File: config.mk
export PLATFORM = sky130hd
export DESIGN_NAME = c_comment_stripper
export DESIGN_NICKNAME = d
export VERILOG_FILES = /design/src/design/cstrip_pkg.sv /design/src/design/c_comment_stripper.sv
export SDC_FILE = /design/constraint.sdc
export NUM_CORES = 1
export LEC_CHECK = 0
export BUFFER_PORTS_ARGS = -buffer_cell sky130_fd_sc_hd__buf_2
export CAP_MARGIN = 20
export CORE_MARGIN = 4
export CORE_UTILIZATION = 55
export CTS_BUF_LIST = sky130_fd_sc_hd__clkbuf_8
export CTS_CLUSTER_DIAMETER = 120
export DETAILED_ROUTE_END_ITERATION = 10
export PLACE_DENSITY = 0.83
export REMOVE_ABC_BUFFERS = 1
export SLEW_MARGIN = 20
export SYNTH_ARGS = -nofsm -noshare
export SYNTH_HDL_FRONTEND = slang
export SYNTH_SLANG_ARGS = --single-unit
File: constraint.sdc
create_clock -name clk -period 5.25 [get_ports clk]
set_input_delay 1.05 -clock clk [delete_from_list [all_inputs] [get_ports clk]]
set_output_delay 1.05 -clock clk [all_outputs]
set_load 0.005 [all_outputs]
File: src/design/cstrip_pkg.sv
`timescale 1ns / 1ps
// Shared constants and types for the C comment stripper.
// No dependencies; imported by c_comment_stripper.
package cstrip_pkg;

  // Parser mode codes
  localparam logic [2:0] MODE_NORMAL = 3'd0;
  localparam logic [2:0] MODE_STRING = 3'd1;
  localparam logic [2:0] MODE_CHAR   = 3'd2;
  localparam logic [2:0] MODE_BLOCK  = 3'd3;
  localparam logic [2:0] MODE_LINE   = 3'd4;
  localparam logic [2:0] MODE_ESCAPE = 3'd5;

  // Character codes
  localparam logic [7:0] CH_DQUOTE  = 8'h22;
  localparam logic [7:0] CH_SQUOTE  = 8'h27;
  localparam logic [7:0] CH_BSLASH  = 8'h5C;
  localparam logic [7:0] CH_SLASH   = 8'h2F;
  localparam logic [7:0] CH_STAR    = 8'h2A;
  localparam logic [7:0] CH_NEWLINE = 8'h0A;

  // Register indexes
  localparam logic REG_STRIP_BLOCK = 1'b0;
  localparam logic REG_STRIP_LINE  = 1'b1;

  // Result queue
  localparam int QDEPTH = 4;
  localparam int QAW    = $clog2(QDEPTH);

  typedef struct packed {
    logic [7:0] data;
    logic       bvalid;
    logic       last;
  } result_t;

endpackage

File: src/design/c_comment_stripper.sv
`timescale 1ns / 1ps
// C comment stripper: drops block and/or line comments from a byte stream.
// Depends on cstrip_pkg for mode codes, character codes and the result type.
//
// Usage:
//   Input channel in_valid/in_ready carries one source byte (in_byte) per
//   item, with in_last on the final byte of a file. Output channel
//   out_valid/out_ready carries out_byte, byte_valid and out_last; an item
//   that releases no byte on the last input gives one marker result with
//   byte_valid low and out_last high.
//   The parse decision for an item is made in the cycle it is accepted and
//   its zero, one or two results are written to a four-entry result queue;
//   the output shows the registered queue head, draining one result a
//   cycle while out_ready is high. Throughput is one input item per cycle
//   while in_ready is high, which is while the queue has room for two
//   results; the queue depth sets how long input flows when the receiver
//   stalls, and a stalled receiver fills the queue, then holds in_ready low.
//   Registers strip_block (address 0) and strip_line (address 4) are set
//   over the APB port; pready is always high.
//   Reset (rst, synchronous) empties the queue, returns the parser to
//   normal code and clears both registers.
module c_comment_stripper
  import cstrip_pkg::*;
(
  input  logic       clk,
  input  logic       rst,
  input  logic       in_valid,
  output logic       in_ready,
  input  logic [7:0] in_byte,
  input  logic       in_last,
  output logic       out_valid,
  input  logic       out_ready,
  output logic [7:0] out_byte,
  output logic       byte_valid,
  output logic       out_last,
  input  logic       psel,
  input  logic       penable,
  input  logic       pwrite,
  input  logic [2:0] paddr,
  input  logic [31:0] pwdata,
  output logic [31:0] prdata,
  output logic       pready
);

  logic       strip_block;
  logic       strip_line;
  logic [2:0] mode;
  logic       escape_return;
  logic       held_slash;
  logic       held_star;

  logic [2:0] mode_next;
  logic       escape_return_next;
  logic       held_slash_next;
  logic       held_star_next;

  result_t    queue [QDEPTH];
  logic [QAW-1:0] wr_ptr;
  logic [QAW-1:0] rd_ptr;
  logic [QAW:0]   count;

  logic       in_fire;
  logic       out_fire;
  logic       cfg_write;

  // Plain byte handling
  logic       p_emit;
  logic [2:0] p_mode;
  logic       p_esc;
  logic       p_hslash;
  logic       p_hstar;

  // Item decision
  logic       pre_emit;
  logic [7:0] pre_byte;
  logic       use_plain;
  logic [1:0] n_res;
  result_t    res0;
  result_t    res1;
  logic [QAW-1:0] wr_ptr1;

  assign in_fire   = in_valid & in_ready;
  assign out_fire  = out_valid & out_ready;
  assign cfg_write = psel & penable & pwrite & pready;
  assign pready    = 1'b1;
  assign in_ready  = (count <= (QAW+1)'(QDEPTH - 2));
  assign out_valid = (count != '0);
  assign out_byte   = queue[rd_ptr].data;
  assign byte_valid = queue[rd_ptr].bvalid;
  assign out_last   = queue[rd_ptr].last;

  always_comb begin
    prdata = '0;
    if (paddr[2] == REG_STRIP_BLOCK) begin
      prdata[0] = strip_block;
    end else begin
      prdata[0] = strip_line;
    end
  end

  always_comb begin
    p_emit   = 1'b0;
    p_mode   = mode;
    p_esc    = escape_return;
    p_hslash = 1'b0;
    p_hstar  = 1'b0;
    case (mode)
      MODE_ESCAPE: begin
        p_emit = 1'b1;
        p_mode = escape_return ? MODE_CHAR : MODE_STRING;
      end
      MODE_STRING: begin
        p_emit = 1'b1;
        if (in_byte == CH_BSLASH) begin
          p_esc  = 1'b0;
          p_mode = MODE_ESCAPE;
        end else if (in_byte == CH_DQUOTE) begin
          p_mode = MODE_NORMAL;
        end
      end
      MODE_CHAR: begin
        p_emit = 1'b1;
        if (in_byte == CH_BSLASH) begin
          p_esc  = 1'b1;
          p_mode = MODE_ESCAPE;
        end else if (in_byte == CH_SQUOTE) begin
          p_mode = MODE_NORMAL;
        end
      end
      MODE_BLOCK: begin
        if (in_byte == CH_STAR && !in_last) begin
          p_hstar = 1'b1;
        end else begin
          p_emit = ~strip_block;
        end
      end
      MODE_LINE: begin
        p_emit = ~strip_line | (in_byte == CH_NEWLINE);
        if (in_byte == CH_NEWLINE) begin
          p_mode = MODE_NORMAL;
        end
      end
      default: begin
        p_mode = MODE_NORMAL;
        if (in_byte == CH_SLASH && (strip_block | strip_line) && !in_last) begin
          p_hslash = 1'b1;
        end else begin
          p_emit = 1'b1;
          if (in_byte == CH_DQUOTE) begin
            p_mode = MODE_STRING;
          end else if (in_byte == CH_SQUOTE) begin
            p_mode = MODE_CHAR;
          end
        end
      end
    endcase
  end

  always_comb begin
    pre_emit           = 1'b0;
    pre_byte           = CH_SLASH;
    use_plain          = 1'b1;
    mode_next          = p_mode;
    escape_return_next = p_esc;
    held_slash_next    = p_hslash;
    held_star_next     = p_hstar;

    if (held_slash) begin
      if (in_byte == CH_STAR && strip_block) begin
        use_plain = 1'b0;
        mode_next = MODE_BLOCK;
      end else if (in_byte == CH_SLASH && strip_line) begin
        use_plain = 1'b0;
        mode_next = MODE_LINE;
      end else begin
        pre_emit = 1'b1;
      end
    end else if (held_star) begin
      pre_byte = CH_STAR;
      if (in_byte == CH_SLASH) begin
        use_plain = 1'b0;
        mode_next = MODE_NORMAL;
      end else begin
        pre_emit = ~strip_block;
      end
    end

    if (!use_plain) begin
      escape_return_next = escape_return;
      held_slash_next    = 1'b0;
      held_star_next     = 1'b0;
    end

    n_res       = {1'b0, pre_emit} + {1'b0, use_plain & p_emit};
    res0.data   = pre_emit ? pre_byte : in_byte;
    res0.bvalid = 1'b1;
    res0.last   = 1'b0;
    res1.data   = in_byte;
    res1.bvalid = 1'b1;
    res1.last   = 1'b0;

    if (in_last) begin
      // flush: mark the final result, or give an empty marker
      if (n_res == 2'd0) begin
        n_res       = 2'd1;
        res0.data   = '0;
        res0.bvalid = 1'b0;
      end
      if (n_res == 2'd2) begin
        res1.last = 1'b1;
      end else begin
        res0.last = 1'b1;
      end
      mode_next          = MODE_NORMAL;
      escape_return_next = 1'b0;
      held_slash_next    = 1'b0;
      held_star_next     = 1'b0;
    end
  end

  assign wr_ptr1 = wr_ptr + QAW'(1);

  always_ff @(posedge clk) begin
    if (rst) begin
      strip_block   <= 1'b0;
      strip_line    <= 1'b0;
      mode          <= MODE_NORMAL;
      escape_return <= 1'b0;
      held_slash    <= 1'b0;
      held_star     <= 1'b0;
      wr_ptr        <= '0;
      rd_ptr        <= '0;
      count         <= '0;
    end else begin
      if (cfg_write) begin
        if (paddr[2] == REG_STRIP_BLOCK) begin
          strip_block <= pwdata[0];
        end else begin
          strip_line <= pwdata[0];
        end
      end
      if (in_fire) begin
        mode          <= mode_next;
        escape_return <= escape_return_next;
        held_slash    <= held_slash_next;
        held_star     <= held_star_next;
        wr_ptr        <= wr_ptr + QAW'(n_res);
      end
      if (out_fire) begin
        rd_ptr <= rd_ptr + QAW'(1);
      end
      count <= count + (QAW+1)'(in_fire ? n_res : 2'd0) - (QAW+1)'(out_fire);
    end
  end

  // Result queue payload, no reset needed
  always_ff @(posedge clk) begin
    if (in_fire) begin
      if (n_res != 2'd0) begin
        queue[wr_ptr] <= res0;
      end
      if (n_res == 2'd2) begin
        queue[wr_ptr1] <= res1;
      end
    end
  end

endmodule
==> run summary <==
* 0.00360 mm^2 — area after detailed placement
* 341 mW/mm^2 — total power divided by cell area
* queue[2][1]$_SDFFE_PP1N_ — worst hold start
* 2730 — routed via count
* 7610 um — total wirelength of the detailed-routed design
* 2 — clk buf depth
* 1660 ps — internal reg-to-reg setup slack
* 1.28 mW — power consumption
* 58.1% — effective utilization at floorplan
* input port — startpoint type of the worst setup path
* 0.00352 mm^2 — post-synthesis cell area
* 6.79% — synthesis-to-finish area growth
* 19.8% — share of final-layout standard cells stronger than drive strength 1
* clkbuf_8 — Clk Tree Root Cell
* 83.3% — period utilisation layout
* 88.0 um — Die Wd
* 5.83 — average via count per standard cell
* 4.97 ps — maximum clock skew at final layout
* 0 — remaining routing DRC violations
* 0 — Final Hold Fails
* 9.72 um^2 — Synth Area per Inst
* 0.00376 mm^2 — post-route cell area
* 0.00606 mm^2 — Core Box Area
* 0 — Resized cells post-CTS
* complete, no violations — run status
* 36 — number of enable-type register cells in the synthesized netlist
* 17 — maximum number of pins on one net before global-route repair
* 0 — maximum capacitance violations
* queue[2][1]$_SDFFE_PP1N_ — Worst Hold Path EP
* 0.204 mV — maximum resistive drop on vdd
* 62.0% — final core area utilization
* 16.3 um — final routed wire length divided by cell count
* 0 — number of hold-repair buffers added at the cts stage
* 4600 ps — Data arrival, critical path
* 5.83% — met3 GRT Util
* 2538 — vias in the first global route
* 721 ps — actual transition at the worst max-transition pin
* 1 — number of cells on the worst hold path
* 12400 um — global-route wire length before repair
* 28 — row count
* 362 — Syn Inst Count
* 9 — Critical Path Fanout Max
* input port to register — type of the worst setup path
* 34.5% — GR Util met2
* 57 — number of sinks on the clock net
* 0 ps — sum of negative setup slack
* 225 — 1st-iter DRT viols
* 0 — count of buffers added by post-CTS timing repair for setup
* edfxtp_1 — Post-synth top flop
* false — RSZ-0062 raised after global routing
* count[2]$_SDFF_PP0_ — destination of the worst register-to-register timing path
* 30 — total of buffers placed on input and output ports
* 5480 ps — required time at the endpoint of the critical path
* 60 — count of unique library cells instantiated by Yosys
* 60 ps — clock transition time at the flip-flop clock pins of the worst setup and hold paths
* 57 — number of flip-flops and latches in the synthesized netlist
* 5 — Initial DRT Pass Iterations
* 26.4% — GRT met1 Usage
* 51.4% — worst relative slew slack
* 9 — total clock buffers created by CTS
* nand2_1 (52), edfxtp_1 (36), conb_1 (32) — most used cells in the layout excluding fill and tap cells
* 0 — Diodes inserted
* 0 — GRT Residual Overflow
* 5560 um — HPWL reported at the end of detailed placement
* 0.00774 mm^2 — overall die area
* 1.49 nW — leakage power figure
* 0 — number of antenna violations at the first check in global routing
* 42.7% — register area share after synthesis
* 21.3% — total track usage
* 14 — number of cells on the worst reg-to-reg path
* 0 — number of nets with antenna violations after detailed routing
* 3 — count of H-tree levels built during CTS
* 0 — max-slew violations
* 88.0 um — die height
* done — TritonCTS clock tree
* register — sort of element at the end of the critical path
* 4370 ps — Final min period
* 229 MHz — maximum achievable frequency
* 0% — share of async-settable or async-resettable flops after synthesis
* 0.929 — routability-driven placement congestion ratio
* 96 — Boundary Pins
* met2 — Most Crowded Layer GR
* mode[2]$_SDFFE_PP0P_ — R2R Path Start
* 446 — number of nets in the layout
* 350 ps — clock latency reported for the late side of the worst-skew pair
* register to register — Hold WC Path Type
* nand2_1 — most common library cell in the layout ignoring fill and taps
* 0 — final setup violation count
* 0 — Ys Warns
-- critical path: stages --
cell and delay (ps):
buf_2 150, nor4b_2 410, nand3_1 310, or3_1 410
o21bai_1 180, a2111oi_0 130, ha_1 320, o21ai_0 270
nand2_1 90, ha_1 290, inv_1 40, ha_1 180
fa_1 380, xor2_1 200, xnor2_1 150, nor2_1 50
-- metrics by stage --
stage / std cells / setup WS (ps) / hold slack (ps)
floorplan: 343 / 1140 / 430
global placement: 452 / 592 / 441
detailed placement: 452 / 575 / 447
CTS: 468 / 928 / 462
global route: 468 / 604 / 485
finish: 468 / 878 / 463
-- routing by layer --
| layer | vias to the layer above | share of wire (%) |
|---|---|---|
| li1 | 1290 | - |
| met1 | 1293 | 40 |
| met2 | 127 | 50 |
| met3 | 20 | 7.1 |
| met4 | 0 | 2.6 |
| met5 | - | 0 |
-- cell families (layout without fill, tap and decap cells) --
family	after synthesis	in the layout	synth area share [%]
compound gates	68	68	12.9
other cells	2	32	0.213
flops	57	57	42.7
xor+xnor	7	7	1.74
fa+ha+maj	7	7	2.70
simple gates	148	148	22.5
buf+inv	60	61	9.96
mux	13	13	7.33
-- flip-flops by register name, indices dropped and copies added, names as in the netlist, named ones only --
| name | count |
|---|---|
| wr_ptr | 2 |
| count | 3 |
| held_star | 1 |
| strip_block | 1 |
| queue | 40 |
| mode | 3 |
| rd_ptr | 2 |
| escape_return | 1 |
| strip_line | 1 |
| held_slash | 1 |
-- worst max path at each step --
stage                           from                  end  slack, ps
after floorplan           in_byte[7]  count[2]$_SDFF_PP0_       1140
final                     in_byte[7]  count[2]$_SDFF_PP0_        880
after global routing      in_byte[7]  count[2]$_SDFF_PP0_        600
after global placement    in_byte[7]  count[2]$_SDFF_PP0_        590
after detailed placement  in_byte[7]  count[2]$_SDFF_PP0_        580
after CTS                 in_byte[7]  count[2]$_SDFF_PP0_        930
-- layout make-up --
type                            instances  area [um^2]
Clock buffer                            9          124
Clock inverter                          7         37.5
Fill cell                             496         2300
Inverter                               11         41.3
Multi-Input combinational cell        275         1780
Sequential cell                        57         1500
Tap cell                               75         93.8
Timing Repair Buffer                   34          180
-- Yosys cell counts (2+ instances only) --
master,count,area [um^2]
a21oi_2,5,43.8
and3_1,2,12.5
nor2_1,23,86.3
nor2b_1,17,106
a211o_1,4,35.0
or3_1,5,31.3
xnor2_1,4,35.0
nand2b_1,5,31.3
xor2_1,3,26.3
o21ai_0,20,100
o22ai_1,6,37.5
or4_1,2,15.0
o21a_1,2,15.0
nor3b_1,2,15.0
and2_1,6,37.5
conb_1,2,7.51
a21oi_1,15,75.1
ha_1,6,75.1
nor4_2,3,37.5
dfxtp_1,21,420
clkbuf_1,12,45.0
mux4_2,10,225
a41oi_1,2,17.5
nor4_1,2,12.5
buf_2,4,20.0
buf_4,32,240
inv_1,10,37.5
nand4_1,7,43.8
edfxtp_1,36,1080
nand2_1,52,195
nand3_1,6,30.0
nor3_1,4,20.0
or2_2,5,31.3
-- power by group --
part / switching, mW / internal [mW]
registers: 0.0568 / 0.544
clock network: 0.178 / 0.165
logic: 0.162 / 0.176
(Power assumes the default switching activity.)
